File: src/hw/rtl/cspd_pkg.sv
// Shared constants, types and helpers of the serial packet deframer.
package cspd_pkg;

  localparam int WINDOW_BYTES  = 32;
  localparam int PAYLOAD_BYTES = 8;

  localparam int PTR_W = $clog2(WINDOW_BYTES);
  localparam int CNT_W = ($clog2(WINDOW_BYTES + 1) > 6) ? $clog2(WINDOW_BYTES + 1) : 6;

  localparam int ID_W       = 11;
  localparam int ID_FULL_W  = 32;
  localparam int PAYLOAD_W  = 64;
  localparam int PL_SEL_W   = 3;

  localparam logic [7:0] START_BYTE = 8'h5A;
  localparam logic [7:0] END_BYTE   = 8'hA5;
  localparam logic [7:0] STATUS_LEN = 8'hFE;
  localparam logic [7:0] MAX_DLEN   = 8'd8;

  localparam int STATUS_SIZE = 32;
  localparam int HEADER_SIZE = 7;
  localparam int CHAN_POS    = 2;
  localparam int LEN_POS     = 1;

  typedef enum logic [3:0] {
    S_IDLE,
    S_SCAN_REQ,
    S_SCAN_CHK,
    S_LEN_REQ,
    S_LEN_CHK,
    S_END_REQ,
    S_END_CHK,
    S_FLD_REQ,
    S_FLD_CHK,
    S_EMIT,
    S_FINISH
  } seq_state_t;

  typedef struct packed {
    logic             push;
    logic             drop;
    logic             clear;
    logic [CNT_W-1:0] drop_n;
  } win_cmd_t;

  typedef struct packed {
    logic emit;
    logic flush;
  } out_ctl_t;

  typedef struct packed {
    logic                 kind;
    logic [ID_W-1:0]      can_id;
    logic [PAYLOAD_W-1:0] payload;
  } result_t;

  function automatic logic [PTR_W-1:0] wrap_add(input logic [PTR_W-1:0] ptr,
                                                input logic [CNT_W-1:0] n);
    logic [CNT_W:0] sum;
    sum = (CNT_W + 1)'(ptr) + (CNT_W + 1)'(n);
    if (sum >= (CNT_W + 1)'(WINDOW_BYTES)) begin
      sum = sum - (CNT_W + 1)'(WINDOW_BYTES);
    end
    return sum[PTR_W-1:0];
  endfunction

endpackage

File: src/hw/rtl/cspd_window.sv
// Circular byte window: storage, head pointer and fill count.
module cspd_window (
  input  logic                     clk,
  input  logic                     rst,
  input  cspd_pkg::win_cmd_t       cmd,
  input  logic [7:0]               wr_data,
  input  logic [cspd_pkg::CNT_W-1:0] rd_idx,
  output logic [7:0]               rd_data,
  output logic [cspd_pkg::CNT_W-1:0] count
);

  logic [7:0]                 mem [cspd_pkg::WINDOW_BYTES];
  logic [cspd_pkg::PTR_W-1:0] head;
  logic [cspd_pkg::PTR_W-1:0] head_next;
  logic [cspd_pkg::CNT_W-1:0] count_next;
  logic [cspd_pkg::PTR_W-1:0] wr_addr;
  logic [cspd_pkg::PTR_W-1:0] rd_addr;
  logic                       full;

  assign full    = (count == cspd_pkg::CNT_W'(cspd_pkg::WINDOW_BYTES));
  assign wr_addr = full ? head : cspd_pkg::wrap_add(head, count);
  assign rd_addr = cspd_pkg::wrap_add(head, rd_idx);

  always_comb begin
    head_next  = head;
    count_next = count;
    if (cmd.push) begin
      if (full) begin
        head_next = cspd_pkg::wrap_add(head, cspd_pkg::CNT_W'(1));
      end else begin
        count_next = count + cspd_pkg::CNT_W'(1);
      end
    end else if (cmd.drop) begin
      head_next  = cspd_pkg::wrap_add(head, cmd.drop_n);
      count_next = count - cmd.drop_n;
    end else if (cmd.clear) begin
      count_next = '0;
    end
  end

  always_ff @(posedge clk) begin
    if (rst) begin
      head  <= '0;
      count <= '0;
    end else begin
      head  <= head_next;
      count <= count_next;
    end
  end

  always_ff @(posedge clk) begin
    if (cmd.push) begin
      mem[wr_addr] <= wr_data;
    end
    rd_data <= mem[rd_addr];
  end

endmodule

File: src/hw/rtl/cspd_seq.sv
// Scan sequencer: walks the window one byte read at a time and classifies packets.
module cspd_seq (
  input  logic                       clk,
  input  logic                       rst,
  input  logic                       in_valid,
  output logic                       in_ready,
  input  logic [7:0]                 rd_data,
  input  logic [cspd_pkg::CNT_W-1:0] count,
  output logic [cspd_pkg::CNT_W-1:0] rd_idx,
  output cspd_pkg::win_cmd_t         cmd,
  output cspd_pkg::out_ctl_t         ctl,
  input  logic                       out_ack,
  output cspd_pkg::result_t          res
);

  cspd_pkg::seq_state_t state, state_next;

  logic [cspd_pkg::CNT_W-1:0]     idx, idx_next;
  logic [cspd_pkg::CNT_W-1:0]     psize, psize_next;
  logic                           is_status, is_status_next;
  logic                           len_ok, len_ok_next;
  logic                           chan_bad, chan_bad_next;
  logic [cspd_pkg::ID_FULL_W-1:0] id, id_next;
  logic [cspd_pkg::PAYLOAD_W-1:0] payload, payload_next;
  logic                           res_kind, res_kind_next;

  logic                           scan_miss;
  logic                           is_start;
  logic                           too_short;
  logic                           len_status;
  logic                           len_big;
  logic                           status_short;
  logic [cspd_pkg::CNT_W-1:0]     data_psize;
  logic                           data_short;
  logic                           end_bad;
  logic                           fld_last;
  logic [cspd_pkg::CNT_W-1:0]     pl_off;

  always_comb begin
    scan_miss    = (idx >= count);
    is_start     = (rd_data == cspd_pkg::START_BYTE);
    too_short    = (count < cspd_pkg::CNT_W'(2));
    len_status   = (rd_data == cspd_pkg::STATUS_LEN);
    len_big      = (rd_data > cspd_pkg::MAX_DLEN);
    status_short = (count < cspd_pkg::CNT_W'(cspd_pkg::STATUS_SIZE));
    data_psize   = cspd_pkg::CNT_W'(rd_data[3:0]) + cspd_pkg::CNT_W'(8);
    data_short   = (count < data_psize);
    end_bad      = (rd_data != cspd_pkg::END_BYTE);
    fld_last     = (idx == psize - cspd_pkg::CNT_W'(2));
    pl_off       = idx - cspd_pkg::CNT_W'(cspd_pkg::HEADER_SIZE);
  end

  always_comb begin
    state_next = state;
    unique case (state)
      cspd_pkg::S_IDLE:     if (in_valid) state_next = cspd_pkg::S_SCAN_REQ;
      cspd_pkg::S_SCAN_REQ: state_next = scan_miss ? cspd_pkg::S_FINISH : cspd_pkg::S_SCAN_CHK;
      cspd_pkg::S_SCAN_CHK: state_next = is_start ? cspd_pkg::S_LEN_REQ : cspd_pkg::S_SCAN_REQ;
      cspd_pkg::S_LEN_REQ:  state_next = too_short ? cspd_pkg::S_FINISH : cspd_pkg::S_LEN_CHK;
      cspd_pkg::S_LEN_CHK: begin
        if (len_status) begin
          state_next = status_short ? cspd_pkg::S_FINISH : cspd_pkg::S_END_REQ;
        end else if (len_big) begin
          state_next = cspd_pkg::S_EMIT;
        end else begin
          state_next = data_short ? cspd_pkg::S_FINISH : cspd_pkg::S_END_REQ;
        end
      end
      cspd_pkg::S_END_REQ:  state_next = cspd_pkg::S_END_CHK;
      cspd_pkg::S_END_CHK: begin
        if (end_bad) begin
          state_next = cspd_pkg::S_EMIT;
        end else if (is_status) begin
          state_next = cspd_pkg::S_SCAN_REQ;
        end else if (!len_ok) begin
          state_next = cspd_pkg::S_EMIT;
        end else begin
          state_next = cspd_pkg::S_FLD_REQ;
        end
      end
      cspd_pkg::S_FLD_REQ:  state_next = cspd_pkg::S_FLD_CHK;
      cspd_pkg::S_FLD_CHK:  state_next = fld_last ? cspd_pkg::S_EMIT : cspd_pkg::S_FLD_REQ;
      cspd_pkg::S_EMIT:     if (out_ack) state_next = cspd_pkg::S_SCAN_REQ;
      cspd_pkg::S_FINISH:   if (out_ack) state_next = cspd_pkg::S_IDLE;
      default:              state_next = cspd_pkg::S_IDLE;
    endcase
  end

  always_comb begin
    in_ready       = 1'b0;
    cmd            = '0;
    ctl            = '0;
    idx_next       = idx;
    psize_next     = psize;
    is_status_next = is_status;
    len_ok_next    = len_ok;
    chan_bad_next  = chan_bad;
    id_next        = id;
    payload_next   = payload;
    res_kind_next  = res_kind;
    unique case (state)
      cspd_pkg::S_IDLE: begin
        in_ready = 1'b1;
        cmd.push = in_valid;
        idx_next = '0;
      end
      cspd_pkg::S_SCAN_REQ: begin
        cmd.clear = scan_miss;
      end
      cspd_pkg::S_SCAN_CHK: begin
        if (is_start) begin
          cmd.drop   = 1'b1;
          cmd.drop_n = idx;
          idx_next   = cspd_pkg::CNT_W'(cspd_pkg::LEN_POS);
        end else begin
          idx_next = idx + cspd_pkg::CNT_W'(1);
        end
      end
      cspd_pkg::S_LEN_REQ: begin
        idx_next = cspd_pkg::CNT_W'(cspd_pkg::LEN_POS);
      end
      cspd_pkg::S_LEN_CHK: begin
        is_status_next = len_status;
        len_ok_next    = (rd_data == 8'(cspd_pkg::PAYLOAD_BYTES));
        if (len_status) begin
          psize_next = cspd_pkg::CNT_W'(cspd_pkg::STATUS_SIZE);
          idx_next   = cspd_pkg::CNT_W'(cspd_pkg::STATUS_SIZE - 1);
        end else if (len_big) begin
          cmd.drop      = 1'b1;
          cmd.drop_n    = cspd_pkg::CNT_W'(1);
          res_kind_next = 1'b1;
        end else begin
          psize_next = data_psize;
          idx_next   = data_psize - cspd_pkg::CNT_W'(1);
        end
      end
      cspd_pkg::S_END_REQ: ;
      cspd_pkg::S_END_CHK: begin
        idx_next = cspd_pkg::CNT_W'(cspd_pkg::CHAN_POS);
        if (end_bad) begin
          cmd.drop      = 1'b1;
          cmd.drop_n    = cspd_pkg::CNT_W'(1);
          res_kind_next = 1'b1;
        end else if (is_status) begin
          cmd.drop   = 1'b1;
          cmd.drop_n = psize;
          idx_next   = '0;
        end else if (!len_ok) begin
          cmd.drop      = 1'b1;
          cmd.drop_n    = psize;
          res_kind_next = 1'b1;
        end else begin
          chan_bad_next = 1'b0;
          id_next       = '0;
          payload_next  = '0;
        end
      end
      cspd_pkg::S_FLD_REQ: ;
      cspd_pkg::S_FLD_CHK: begin
        if (idx == cspd_pkg::CNT_W'(cspd_pkg::CHAN_POS)) begin
          chan_bad_next = (rd_data != 8'd0);
        end else if (idx < cspd_pkg::CNT_W'(cspd_pkg::HEADER_SIZE)) begin
          id_next = {id[cspd_pkg::ID_FULL_W-9:0], rd_data};
        end else begin
          payload_next[8*pl_off[cspd_pkg::PL_SEL_W-1:0] +: 8] = rd_data;
        end
        if (fld_last) begin
          cmd.drop      = 1'b1;
          cmd.drop_n    = psize;
          res_kind_next = chan_bad || (id[cspd_pkg::ID_FULL_W-1:cspd_pkg::ID_W] != '0);
        end else begin
          idx_next = idx + cspd_pkg::CNT_W'(1);
        end
      end
      cspd_pkg::S_EMIT: begin
        ctl.emit = 1'b1;
        idx_next = '0;
      end
      cspd_pkg::S_FINISH: begin
        ctl.flush = 1'b1;
      end
      default: ;
    endcase
  end

  assign rd_idx         = idx;
  assign res.kind       = res_kind;
  assign res.can_id     = res_kind ? '0 : id[cspd_pkg::ID_W-1:0];
  assign res.payload    = res_kind ? '0 : payload;

  always_ff @(posedge clk) begin
    if (rst) begin
      state <= cspd_pkg::S_IDLE;
    end else begin
      state <= state_next;
    end
  end

  always_ff @(posedge clk) begin
    idx       <= idx_next;
    psize     <= psize_next;
    is_status <= is_status_next;
    len_ok    <= len_ok_next;
    chan_bad  <= chan_bad_next;
    id        <= id_next;
    payload   <= payload_next;
    res_kind  <= res_kind_next;
  end

endmodule

File: src/hw/rtl/cspd_out.sv
// Result holding stage and output register; marks the last result of each item.
module cspd_out (
  input  logic                           clk,
  input  logic                           rst,
  input  cspd_pkg::out_ctl_t             ctl,
  input  cspd_pkg::result_t              res,
  output logic                           ack,
  output logic                           out_valid,
  input  logic                           out_ready,
  output logic                           kind,
  output logic [cspd_pkg::ID_W-1:0]      can_id,
  output logic [cspd_pkg::PAYLOAD_W-1:0] payload,
  output logic                           last
);

  cspd_pkg::result_t pend;
  logic              pend_valid;
  logic              out_free;
  logic              move;

  assign out_free = !out_valid || out_ready;
  assign ack      = !pend_valid || out_free;
  assign move     = (ctl.emit || ctl.flush) && pend_valid && out_free;

  always_ff @(posedge clk) begin
    if (rst) begin
      out_valid  <= 1'b0;
      pend_valid <= 1'b0;
    end else begin
      if (move) begin
        out_valid <= 1'b1;
      end else if (out_ready) begin
        out_valid <= 1'b0;
      end
      if (ctl.emit && ack) begin
        pend_valid <= 1'b1;
      end else if (ctl.flush && ack) begin
        pend_valid <= 1'b0;
      end
    end
  end

  always_ff @(posedge clk) begin
    if (move) begin
      kind    <= pend.kind;
      can_id  <= pend.can_id;
      payload <= pend.payload;
      last    <= ctl.flush;
    end
    if (ctl.emit && ack) begin
      pend <= res;
    end
  end

endmodule

File: src/hw/rtl/can_serial_packet_deframer.sv
// Top level of the CAN-over-serial packet deframer.
// Takes one received byte per item into a 32-byte circular window and rescans the
// window for 0x5A-framed packets, giving zero or more results per byte (a decoded
// standard frame, or an invalid event), the final one flagged by last. One shared
// window read port serves the whole scan, each byte read taking a request state
// and a check state, so the scan of an item grows with the window bytes examined,
// and a resync rescans the window from its head after each rejected start byte.
// in_ready is high only while the sequencer is idle; results wait in an output
// register, and the scan stalls while that register and its holding stage are
// both occupied.
module can_serial_packet_deframer (
  input  logic                           clk,
  input  logic                           rst,
  input  logic                           in_valid,
  output logic                           in_ready,
  input  logic [7:0]                     rx_byte,
  output logic                           out_valid,
  input  logic                           out_ready,
  output logic                           kind,
  output logic [cspd_pkg::ID_W-1:0]      can_id,
  output logic [cspd_pkg::PAYLOAD_W-1:0] payload,
  output logic                           last
);

  cspd_pkg::win_cmd_t         cmd;
  cspd_pkg::out_ctl_t         ctl;
  cspd_pkg::result_t          res;
  logic [7:0]                 rd_data;
  logic [cspd_pkg::CNT_W-1:0] count;
  logic [cspd_pkg::CNT_W-1:0] rd_idx;
  logic                       out_ack;

  cspd_window u_window (
    .clk     (clk),
    .rst     (rst),
    .cmd     (cmd),
    .wr_data (rx_byte),
    .rd_idx  (rd_idx),
    .rd_data (rd_data),
    .count   (count)
  );

  cspd_seq u_seq (
    .clk      (clk),
    .rst      (rst),
    .in_valid (in_valid),
    .in_ready (in_ready),
    .rd_data  (rd_data),
    .count    (count),
    .rd_idx   (rd_idx),
    .cmd      (cmd),
    .ctl      (ctl),
    .out_ack  (out_ack),
    .res      (res)
  );

  cspd_out u_out (
    .clk       (clk),
    .rst       (rst),
    .ctl       (ctl),
    .res       (res),
    .ack       (out_ack),
    .out_valid (out_valid),
    .out_ready (out_ready),
    .kind      (kind),
    .can_id    (can_id),
    .payload   (payload),
    .last      (last)
  );

endmodule

File: config.mk
export PLATFORM = sky130hd
export DESIGN_NAME = can_serial_packet_deframer
export DESIGN_NICKNAME = d
export VERILOG_FILES = /design/src/hw/rtl/cspd_pkg.sv /design/src/hw/rtl/cspd_window.sv /design/src/hw/rtl/cspd_seq.sv /design/src/hw/rtl/cspd_out.sv /design/src/hw/rtl/can_serial_packet_deframer.sv
export SDC_FILE = /design/constraint.sdc
export NUM_CORES = 1
export LEC_CHECK = 0
export ABC_AREA = 1
export BUFFER_PORTS_ARGS = -buffer_cell sky130_fd_sc_hd__buf_4
export CAP_MARGIN = 10
export CORE_MARGIN = 5
export CORE_UTILIZATION = 40
export CTS_CLUSTER_SIZE = 30
export DETAILED_ROUTE_END_ITERATION = 12
export PLACE_DENSITY = 0.53
export SYNTH_ARGS = -nofsm -noshare
export SYNTH_HDL_FRONTEND = slang
export SYNTH_SLANG_ARGS = --single-unit
File: constraint.sdc
create_clock -name clk -period 10.5 [get_ports clk]
set_clock_uncertainty 0.2 [all_clocks]
set_input_delay 2.1 -clock clk [delete_from_list [all_inputs] [get_ports clk]]
set_output_delay 2.1 -clock clk [all_outputs]
set_load 0.03 [all_outputs]
==> metrics, run 1 <==
CTS Buf Count 59; Warnings, synthesis 0; ratio of final minimum period to clock period 39.0%; root buffer cell clkbuf_16; CP max FO 65; min-delay worst type flip-flop to flip-flop; most used cell, CP o21ai_0; Setup-failing EPs final 0; CTS tree yes; post-DP HPWL 34600 µm; status finished clean; initial antenna violation count 0; CTS Buffer Depth 3; Least-Margin Pin Slew 1.22 ns; clk sinks 546; Hold WS roughly 0.22 ns; Arrival @ worst endpoint ~4.4 ns; Post-Route WL 54300 µm; register area share after synthesis approximately 70%; Slew Viols, Final 0; first-pass GRT wire length approximately 84000 µm; gr usage total 16.9%; CP endpoint kind flip-flop; CP Class flip-flop to flip-flop; DRT Pass-1 Iters 5; clock transition at the registers of the reported paths 0.07 ns; Die X around 250 µm; Initial Util 40.2%; IO Port Bufs 90; worst setup slack after layout ~6.4 ns; # H-tree levels 2; Post-synth EDFFs 521; Max Cap Violations 0; Iter 0 DRT Violations 1143; most common cell after layout, fill and taps aside edfxtp_1; ant diodes 0; synth top area cells edfxtp_1, nor2_1, o21ai_0, inv_1, nand2_1; share of the synthesized area in the top cell type 67.7%; Max VDD drop 0.000150 V; Post-CTS Setup Inserts 0; slew margin rel. 18.5%; critical path's slowest cell fa_4; routability cong. 0.840; final hold violation count 0; dpl ws 5.85 ns; Post-synth ARST share 0%; Cell Chain, Critical Path ha_4 -> fa_4 -> buf_4 -> o21ai_0 -> o32ai_1 -> inv_1 -> o21ai_0 -> nor2_1 -> o31ai_1; reg2reg start u_seq.rd_idx[0]$_DFFE_PP_; pin count of the biggest net entering global routing 103; Die Area around 63000 µm²; P_leak 9.69 nW; setup TNS 0 ns; Nets ~2100; Avg Cell Area, Syn 11.7 µm²; Max Fclk 0.244 GHz; Hold Buf Count CTS 0; Layout Cells excl Fill 2871; vias per cell about 5.1; commonest cells after routing, fill and taps aside edfxtp_1, nor2_1, inv_1; Post-Syn Area 23100 µm²; Worst-Skew Late Latency 0.62 ns; Tot Pwr 7.00 mW; WL/cell 18.9 µm; share of layout cells above drive strength 1 10.7%; Core Area ~57000 µm²; num ports between 90 and 100; final worst path period need 4.10 ns; fill count 5294; CP startpoint kind flip-flop; Area Overhead vs Synth 15.1%; required time worst endpoint 10.77 ns; dominant synthesized flop cell edfxtp_1; power density cells about 260 nW/µm²; HP Start u_out.pend[14]$_SDFFCE_PP0P_; Synth Instances 1972; Reg area 16100 µm²; area occupied by multi-input gates 5870 µm²; DR vias between 10000 and 15000; DRT antenna net count 0; chip height 250 µm; # DRC 0; register bit total from synthesis approximately 550; vias in the first global route 14500; CTS resizes 0; cell row count 88; Worst path max stage delay 1.17 ns; Worst setup startpoint u_seq.rd_idx[0]$_DFFE_PP_; area leader, netlist edfxtp_1; syn_nets around 2000; total congestion overflow 0; Yosys cell types 50; Placed Instances 2761; RSZ-0062 raised after global routing false
## per-stage QoR
step	utilization (%)	cell area [µm²]
after floorplan	-	23100
after global placement	42.8	24600
after detailed placement	42.8	24600
after CTS	46.3	26600
after global routing	46.3	26600
final	46.3	26600
## path summary, 6_finish.rpt
check / endpoint / slack [ns] / depth (start not counted)
worst max register to register: u_window.rd_data[4]$_DFF_P_ / 6.40 / 9
worst min register to register: u_out.payload[14]$_DFFE_PP_ / 0.22 / 0
worst min-delay path: u_out.payload[14]$_DFFE_PP_ / 0.22 / 0
worst max-delay path: u_window.rd_data[4]$_DFF_P_ / 6.40 / 9
## sequential cells by signal (all words and copies together) (netlist names)
register and cells:
u_window.mem 256, u_out.pend 76, u_out.payload 64, u_seq.payload 64
u_seq.id 32, u_out.can_id 11, u_window.rd_data 8, u_seq.psize 6
u_seq.rd_idx 6, u_window.count 6, u_window.head 5, u_seq.state 4
u_out.kind 1, u_out.last 1, u_out.out_valid 1, u_out.pend_valid 1
u_seq.chan_bad 1, u_seq.is_status 1, u_seq.len_ok 1, u_seq.res_kind 1
## routing by layer
metal,vias up,track usage [%],part of all wire [%]
li1,7074,-,-
met1,7009,23.2,45
met2,448,27.7,47
met3,84,2.88,5.7
met4,0,5.02,2.3
met5,-,0,0
## critical path: cells and delay by family (launching register included)
family | cells | cell delay (ns)
buffers and inverters | 2 | 0.66
AND/OR/NAND/NOR | 1 | 0.07
flip-flops | 1 | 0.58
AO/OA/AOI/OAI | 4 | 0.97
adder cells (fa/ha/maj) | 2 | 1.43
## power by group
part	leakage [nW]	total, mW	switching, mW	internal (mW)
logic	3.77	2.10	1.51	0.591
clock network	0.966	2.12	0.865	1.26
registers	4.95	2.78	0.134	2.64
total	9.69	7.00	2.51	4.49
## Yosys cell counts (2+ instances only)
library cell	count
clkbuf_1	51
o31ai_1	10
edfxtp_1	521
inv_2	4
mux2i_1	10
nor3_1	14
a21oi_1	91
inv_1	221
nand3b_1	2
o2111ai_1	2
nand4_1	9
buf_1	7
nor2_8	2
nor2_2	3
nand3_1	36
a211oi_1	7
o22ai_1	14
o21ai_1	4
xnor2_1	6
nor2_1	424
xor2_1	11
o21ai_0	176
nor4_1	6
buf_2	19
nand2_2	3
o21a_1	2
or2_2	4
fa_1	4
ha_1	40
nand2_1	151
o32ai_1	46
clkinv_1	3
o211ai_1	23
nand2_4	2
a31oi_1	5
dfxtp_1	25
## kinds of logic (layout without fill, tap and decap cells)
group,after synthesis,in the layout,share of synthesized area (%)
buf+inv,308,442,5.13
fa+ha+maj,44,44,2.51
flops,546,546,69.8
mux,10,10,0.433
compound gates,386,386,9.78
simple gates,660,660,11.6
xor+xnor,18,18,0.714
## final cells by class
cell class | instances | share of cell area, %
Sequential cell | 546 | 60.7
Multi-Input combinational cell | 1118 | 22.1
Clock buffer | 68 | 5.67
Tap cell | 765 | 3.60
Inverter | 229 | 3.24
Timing Repair Buffer | 103 | 2.91
Clock inverter | 42 | 1.85
Power figures use the tool's default switching activity.
==> inputs of run 2 (changes only) <==
ABC_AREA = 0   (was 1)
PLACE_DENSITY = 0.55   (was 0.53)
clock period = 3.45 ns   (was 10.5 ns; I/O delays follow)
==> metrics, run 2 <==
routability cong. ~0.84; final worst path period need between 3 and 4 ns; Max VDD drop 0.000465 V; Worst setup startpoint u_window.rd_data[1]$_DFF_P_; Arrival @ worst endpoint about 3.7 ns; Max Cap Violations 0; Iter 0 DRT Violations 829; dominant synthesized flop cell edfxtp_1; Nets 1711; Synth Instances 1437; Die Area roughly 62000 µm²; clock power share around 31%; flip-flop count of the largest register after layout 256; most common library cells after synthesis edfxtp_1, nor2_1, nand2_1; root buffer cell clkbuf_16; Tot Pwr 20.1 mW; # DRC 0; clk sinks 546; register area share after synthesis a little under three quarters; Avg Cell Area, Syn between 15 and 20 µm²; DRT Pass-1 Iters 5; Layout Cells excl Fill around 2500; Post-synth ARST share 0%; share of the synthesized area in the top cell type 68.9%; num ports 91; final hold violation count 0; ratio of final minimum period to clock period 98.5%; Comb power frac 28.5%; chip height 248 µm; most numerous cell in the Yosys netlist edfxtp_1; HP Start out_ready; internal power 13.9 mW; WL/cell 20.3 µm; Top Registers u_window.mem x256, u_out.pend x76; CP startpoint kind flip-flop; RSZ-0062 raised after global routing true; gr usage total 16.1%; CP endpoint kind flip-flop; largest register by flop count u_window.mem; CTS tree yes; first-pass GRT wire length 76900 µm; min-delay worst type input port to flip-flop; Initial Util 40.3%; commonest cells after routing, fill and taps aside edfxtp_1, buf_4, nor2_1; switching power 6.16 mW; Post-synth EDFFs about 520; ant diodes 0; required time worst endpoint 3.79 ns; Yosys cell types 67; CTS Buffer Depth 3; initial antenna violation count 0; switch share a little over 30%; part of the power in registers 40.5%; share of layout cells above drive strength 1 26.9%; area leader, netlist edfxtp_1; P_leak ~9.4 nW; cell row count 87; Hold Buf Count CTS 0; Setup-failing EPs final 0; vias per cell just over 5; CP max FO 3; Post-Syn Area 22700 µm²; Placed Instances 2350; CP Class flip-flop to flip-flop; reg2reg start u_window.rd_data[1]$_DFF_P_; DR vias 12800; IO Port Bufs 90; Post-Route WL 49900 µm; syn_nets 1493; # H-tree levels 2; most common cell after layout, fill and taps aside edfxtp_1; DRT antenna net count 0; Die X 248 µm; status finished clean; vias in the first global route 13000; Least-Margin Pin Slew 1.05 ns; Core Area 56300 µm²; power density cells 735 nW/µm²; synth top area cells edfxtp_1, mux4_2, nor2b_1, dfxtp_1, ha_1; total congestion overflow 0; dpl ws -0.105 ns; worst setup slack after layout 0.0510 ns; register bit total from synthesis 546; CTS Buf Count 57; Warnings, synthesis 0; Slew Viols, Final 0; Max Fclk roughly 0.29 GHz; pin count of the biggest net entering global routing 77; clock transition at the registers of the reported paths approximately 0.06 ns; Worst-Skew Late Latency 0.62 ns; Area Overhead vs Synth 20.3%; post-DP HPWL roughly 33000 µm; slew margin rel. 29.8%
-- run 2: cell count changes in the layout (fill, tap and decap cells not counted), sizes merged, moves of 17 or more --
cell    change
o32ai      -46
o21ai     -162
o211ai     -22
nand2      -67
nand3      +17
nand4      +20
inv       -202
nor2b      +86
mux4       +80
nor2      -332
buf       +130
and2       +35
-- run 2: layout make-up --
type | count | area, µm²
multi-input combinational | 792 | 6340
inverter | 25 | 96.3
clock buffer | 65 | 1460
sequential | 546 | 16100
clock inverter | 40 | 464
tap | 756 | 946
fill | 4855 | 29000
timing repair buffer | 233 | 1870
-- run 2: final timing paths --
kind / depth (start not counted) / end / slack [ns]
max: 16 / u_window.head[4]$_SDFFE_PP0P_ / 0.05
min: 3 / u_out.out_valid$_SDFFE_PP0P_ / 0.19
max reg2reg: 16 / u_window.head[4]$_SDFFE_PP0P_ / 0.05
min reg2reg: 0 / u_out.payload[17]$_DFFE_PP_ / 0.22
-- run 2: repair_timing --
item	4_1_cts	5_1_grt
setup buffers	1	1
gates cloned	0	0
pin swaps	2	7
endpoints found under the hold margin	0	0
endpoints found under the setup margin	3	4
resized for setup	10	13
-- run 2: layer usage --
metal,track usage [%],part of all wire [%],up-vias
li1,-,-,5959
met1,22.7,44,6376
met2,26.5,48,338
met3,2.26,5.1,79
met4,4.61,2.4,0
met5,0,0,-
-- run 2: power by group through the flow --
stage / Combinational (mW) / Sequential [mW] / Clock [mW]
2_1_floorplan: 3.64 / 8.19 / 0
3_3_place_gp: 5.67 / 8.25 / 0
3_5_place_dp: 5.69 / 8.27 / 0
4_1_cts: 5.74 / 8.13 / 6.40
5_1_grt: 6.17 / 8.17 / 6.72
6_report: 5.72 / 8.13 / 6.22
-- run 2: cell families after synthesis --
kind of cell,after synthesis,synth area share [%]
adders and majority gates,44,2.56
DFF,546,71.1
and+or+nand+nor,458,10.4
buffers and inverters,99,1.65
xor gates and xnor gates,28,1.08
AOI/OAI and AO/OA,167,4.56
muxes,95,8.64
-- run 2: critical path: stages, from the launching register on --
cell,delay (ns)
dfxtp_2,0.34
inv_4,0.05
ha_1,0.12
or4b_4,0.49
or2_4,0.26
a21oi_2,0.14
nor2_1,0.06
a221o_1,0.31
nand2b_4,0.17
ha_4,0.17
fa_2,0.34
a21o_1,0.17
a21oi_2,0.15
buf_4,0.14
nand2_1,0.04
a2bb2oi_1,0.12
nand4_1,0.08
-- run 2: stage by stage --
step | area, µm² | hold WS (ns) | utilization [%] | TNS (ns)
floorplan | 22700 | 0.200 | - | -18.64
global placement | 25300 | 0.203 | 44.9 | 0
detailed placement | 25300 | 0.205 | 44.9 | -0.169
CTS | 27300 | 0.153 | 48.4 | 0
global route | 27300 | 0.198 | 48.5 | -0.132
finish | 27300 | 0.194 | 48.5 | 0
==> inputs of run 3 (changes only) <==
CTS_BUF_LIST = sky130_fd_sc_hd__clkbuf_16   (was not set)
==> metrics, run 3 (synthesis gave the netlist of run 2 again) <==
Max Cap Violations 0; chip height about 250 µm; commonest cells after routing, fill and taps aside edfxtp_1, buf_4, nor2_1; met1 Use GR 22.7%; vias per cell 5.19; Max VDD drop 0.000466 V; CTS Buf Count 57; part of the power in registers between 40 and 50%; slew margin rel. 29.5%; Core Area 56300 µm²; clock transition at the registers of the reported paths 0.06 ns; RSZ-0062 raised after global routing true; initial antenna violation count 0; clock power share 30.9%; Initial Util 40.3%; Layout Cells excl Fill 2457; most common cell after layout, fill and taps aside edfxtp_1; CP Class flip-flop to flip-flop; gr busiest metal met2; DR vias 12800; post-DP HPWL approximately 33000 µm; pin count of the biggest net entering global routing 77; status finished clean; routability cong. 0.839; Least-Margin Pin Slew 1.05 ns; switch share 30.8%; ratio of final minimum period to clock period around 98%; share of layout cells above drive strength 1 a little over a quarter; root buffer cell clkbuf_16; Die Area approximately 62000 µm²; CP endpoint kind flip-flop; Max Fclk 0.294 GHz; Comb power frac 28.5%; IO Port Bufs 90; Worst path max stage delay just under 0.5 ns; # DRC 0; Worst-Skew Late Latency ~0.62 ns; Tot Pwr 20.1 mW; final hold violation count 0; power density cells 734 nW/µm²; Iter 0 DRT Violations 832; switching power 6.17 mW; Die X 248 µm; ant diodes 0; min-delay worst type input port to flip-flop; critical path's slowest cell or4b_4; Setup-failing EPs final 0; Top Registers u_window.mem x256, u_out.pend x76; met2 Track Usage GR 26.5%; total congestion overflow 0; internal power 13.9 mW; Nets 1711; required time worst endpoint 3.79 ns; P_leak around 9.4 nW; Cell Chain, Critical Path inv_4 -> ha_1 -> or4b_4 -> or2_4 -> a21oi_2 -> nor2_1 -> a221o_1 -> nand2b_4 -> ha_4 -> fa_2 -> a21o_1 -> a21oi_2 -> buf_4 -> nand2_1 -> a2bb2oi_1 -> nand4_1; Area Overhead vs Synth 20.3%; CP startpoint kind flip-flop; WL/cell 20.3 µm; DRT antenna net count 0; CP max FO 3; # H-tree levels 2; most used cell, CP a21oi_2; largest register by flop count u_window.mem; Arrival @ worst endpoint 3.74 ns; CTS tree yes; flip-flop count of the largest register after layout around 260; gr usage total between 10% and 20%; vias in the first global route 13000; first-pass GRT wire length 76900 µm; Slew Viols, Final 0; fill count 4855; Placed Instances roughly 2400; Post-Route WL 49900 µm; CTS Buffer Depth 3; DRT Pass-1 Iters 5; num ports 91; final worst path period need around 3.4 ns; grt met3 use 2.26%; cell row count 87; clk sinks 546
## run 3: cell types whose count changed in the layout (fill, tap and decap cells not counted), sizes merged
cell	previous run	this run
inv	28	36
clkbuf	65	57
## run 3: final timing paths
check,startpoint,end,slack (ns),cells past startpoint
hold reg to reg,u_out.pend[17]$_SDFFCE_PP0P_,u_out.payload[17]$_DFFE_PP_,0.22,0
setup reg to reg,u_window.rd_data[1]$_DFF_P_,u_window.head[4]$_SDFFE_PP0P_,0.05,16
hold / removal,out_ready,u_out.out_valid$_SDFFE_PP0P_,0.19,3
setup / recovery,u_window.rd_data[1]$_DFF_P_,u_window.head[4]$_SDFFE_PP0P_,0.05,16
## run 3: worst max-delay path, delay by kind of cell, from the launching register on
family	cells	cell delay, ns
AND/OR/NAND/NOR	6	1.10
AO/OA/AOI/OAI	5	0.89
adder cells (fa/ha/maj)	3	0.63
flip-flops	1	0.34
buffers and inverters	2	0.19
## run 3: what timing repair did
| item | in CTS | in global routing |
|---|---|---|
| pin swaps | 2 | 7 |
| setup endpoints to repair | 3 | 4 |
| hold buffers | 0 | 0 |
| setup buffers | 1 | 1 |
| gates resized for setup | 10 | 13 |
## run 3: area by class of cell
cell class              count  area [µm²]  share of cell area (%)
flip-flops and latches    546       16100                    59.1
multi-input cells         792        6340                    23.2
repair buffers            233        1870                    6.84
clock buffers              57        1430                    5.22
well taps                 756         946                    3.46
clock inverters            48         494                    1.81
inverters                  25        96.3                   0.353
## run 3: through the flow
stage	hold slack, ns	instance area, µm²	utilization [%]	setup TNS, ns	setup WS [ns]
finish	0.194	27300	48.5	0	0.0532
detailed placement	0.205	25300	44.9	-0.169	-0.105
global placement	0.203	25300	44.9	0	0.0195
global route	0.198	27300	48.5	-0.132	-0.0725
CTS	0.153	27300	48.4	0	0.00439
floorplan	0.200	22700	-	-18.64	-0.245
## run 3: power by group through the flow
stage / registers, mW / clock network [mW] / logic, mW
final: 8.13 / 6.20 / 5.73
after floorplan: 8.19 / 0 / 3.64
after detailed placement: 8.27 / 0 / 5.69
after CTS: 8.13 / 6.38 / 5.74
after global placement: 8.25 / 0 / 5.67
after global routing: 8.17 / 6.69 / 6.17
## run 3: layer usage
metal,vias up,share of wire [%]
met5,-,0
met1,6395,44
met4,0,2.5
met3,84,5.1
li1,5960,-
met2,325,48
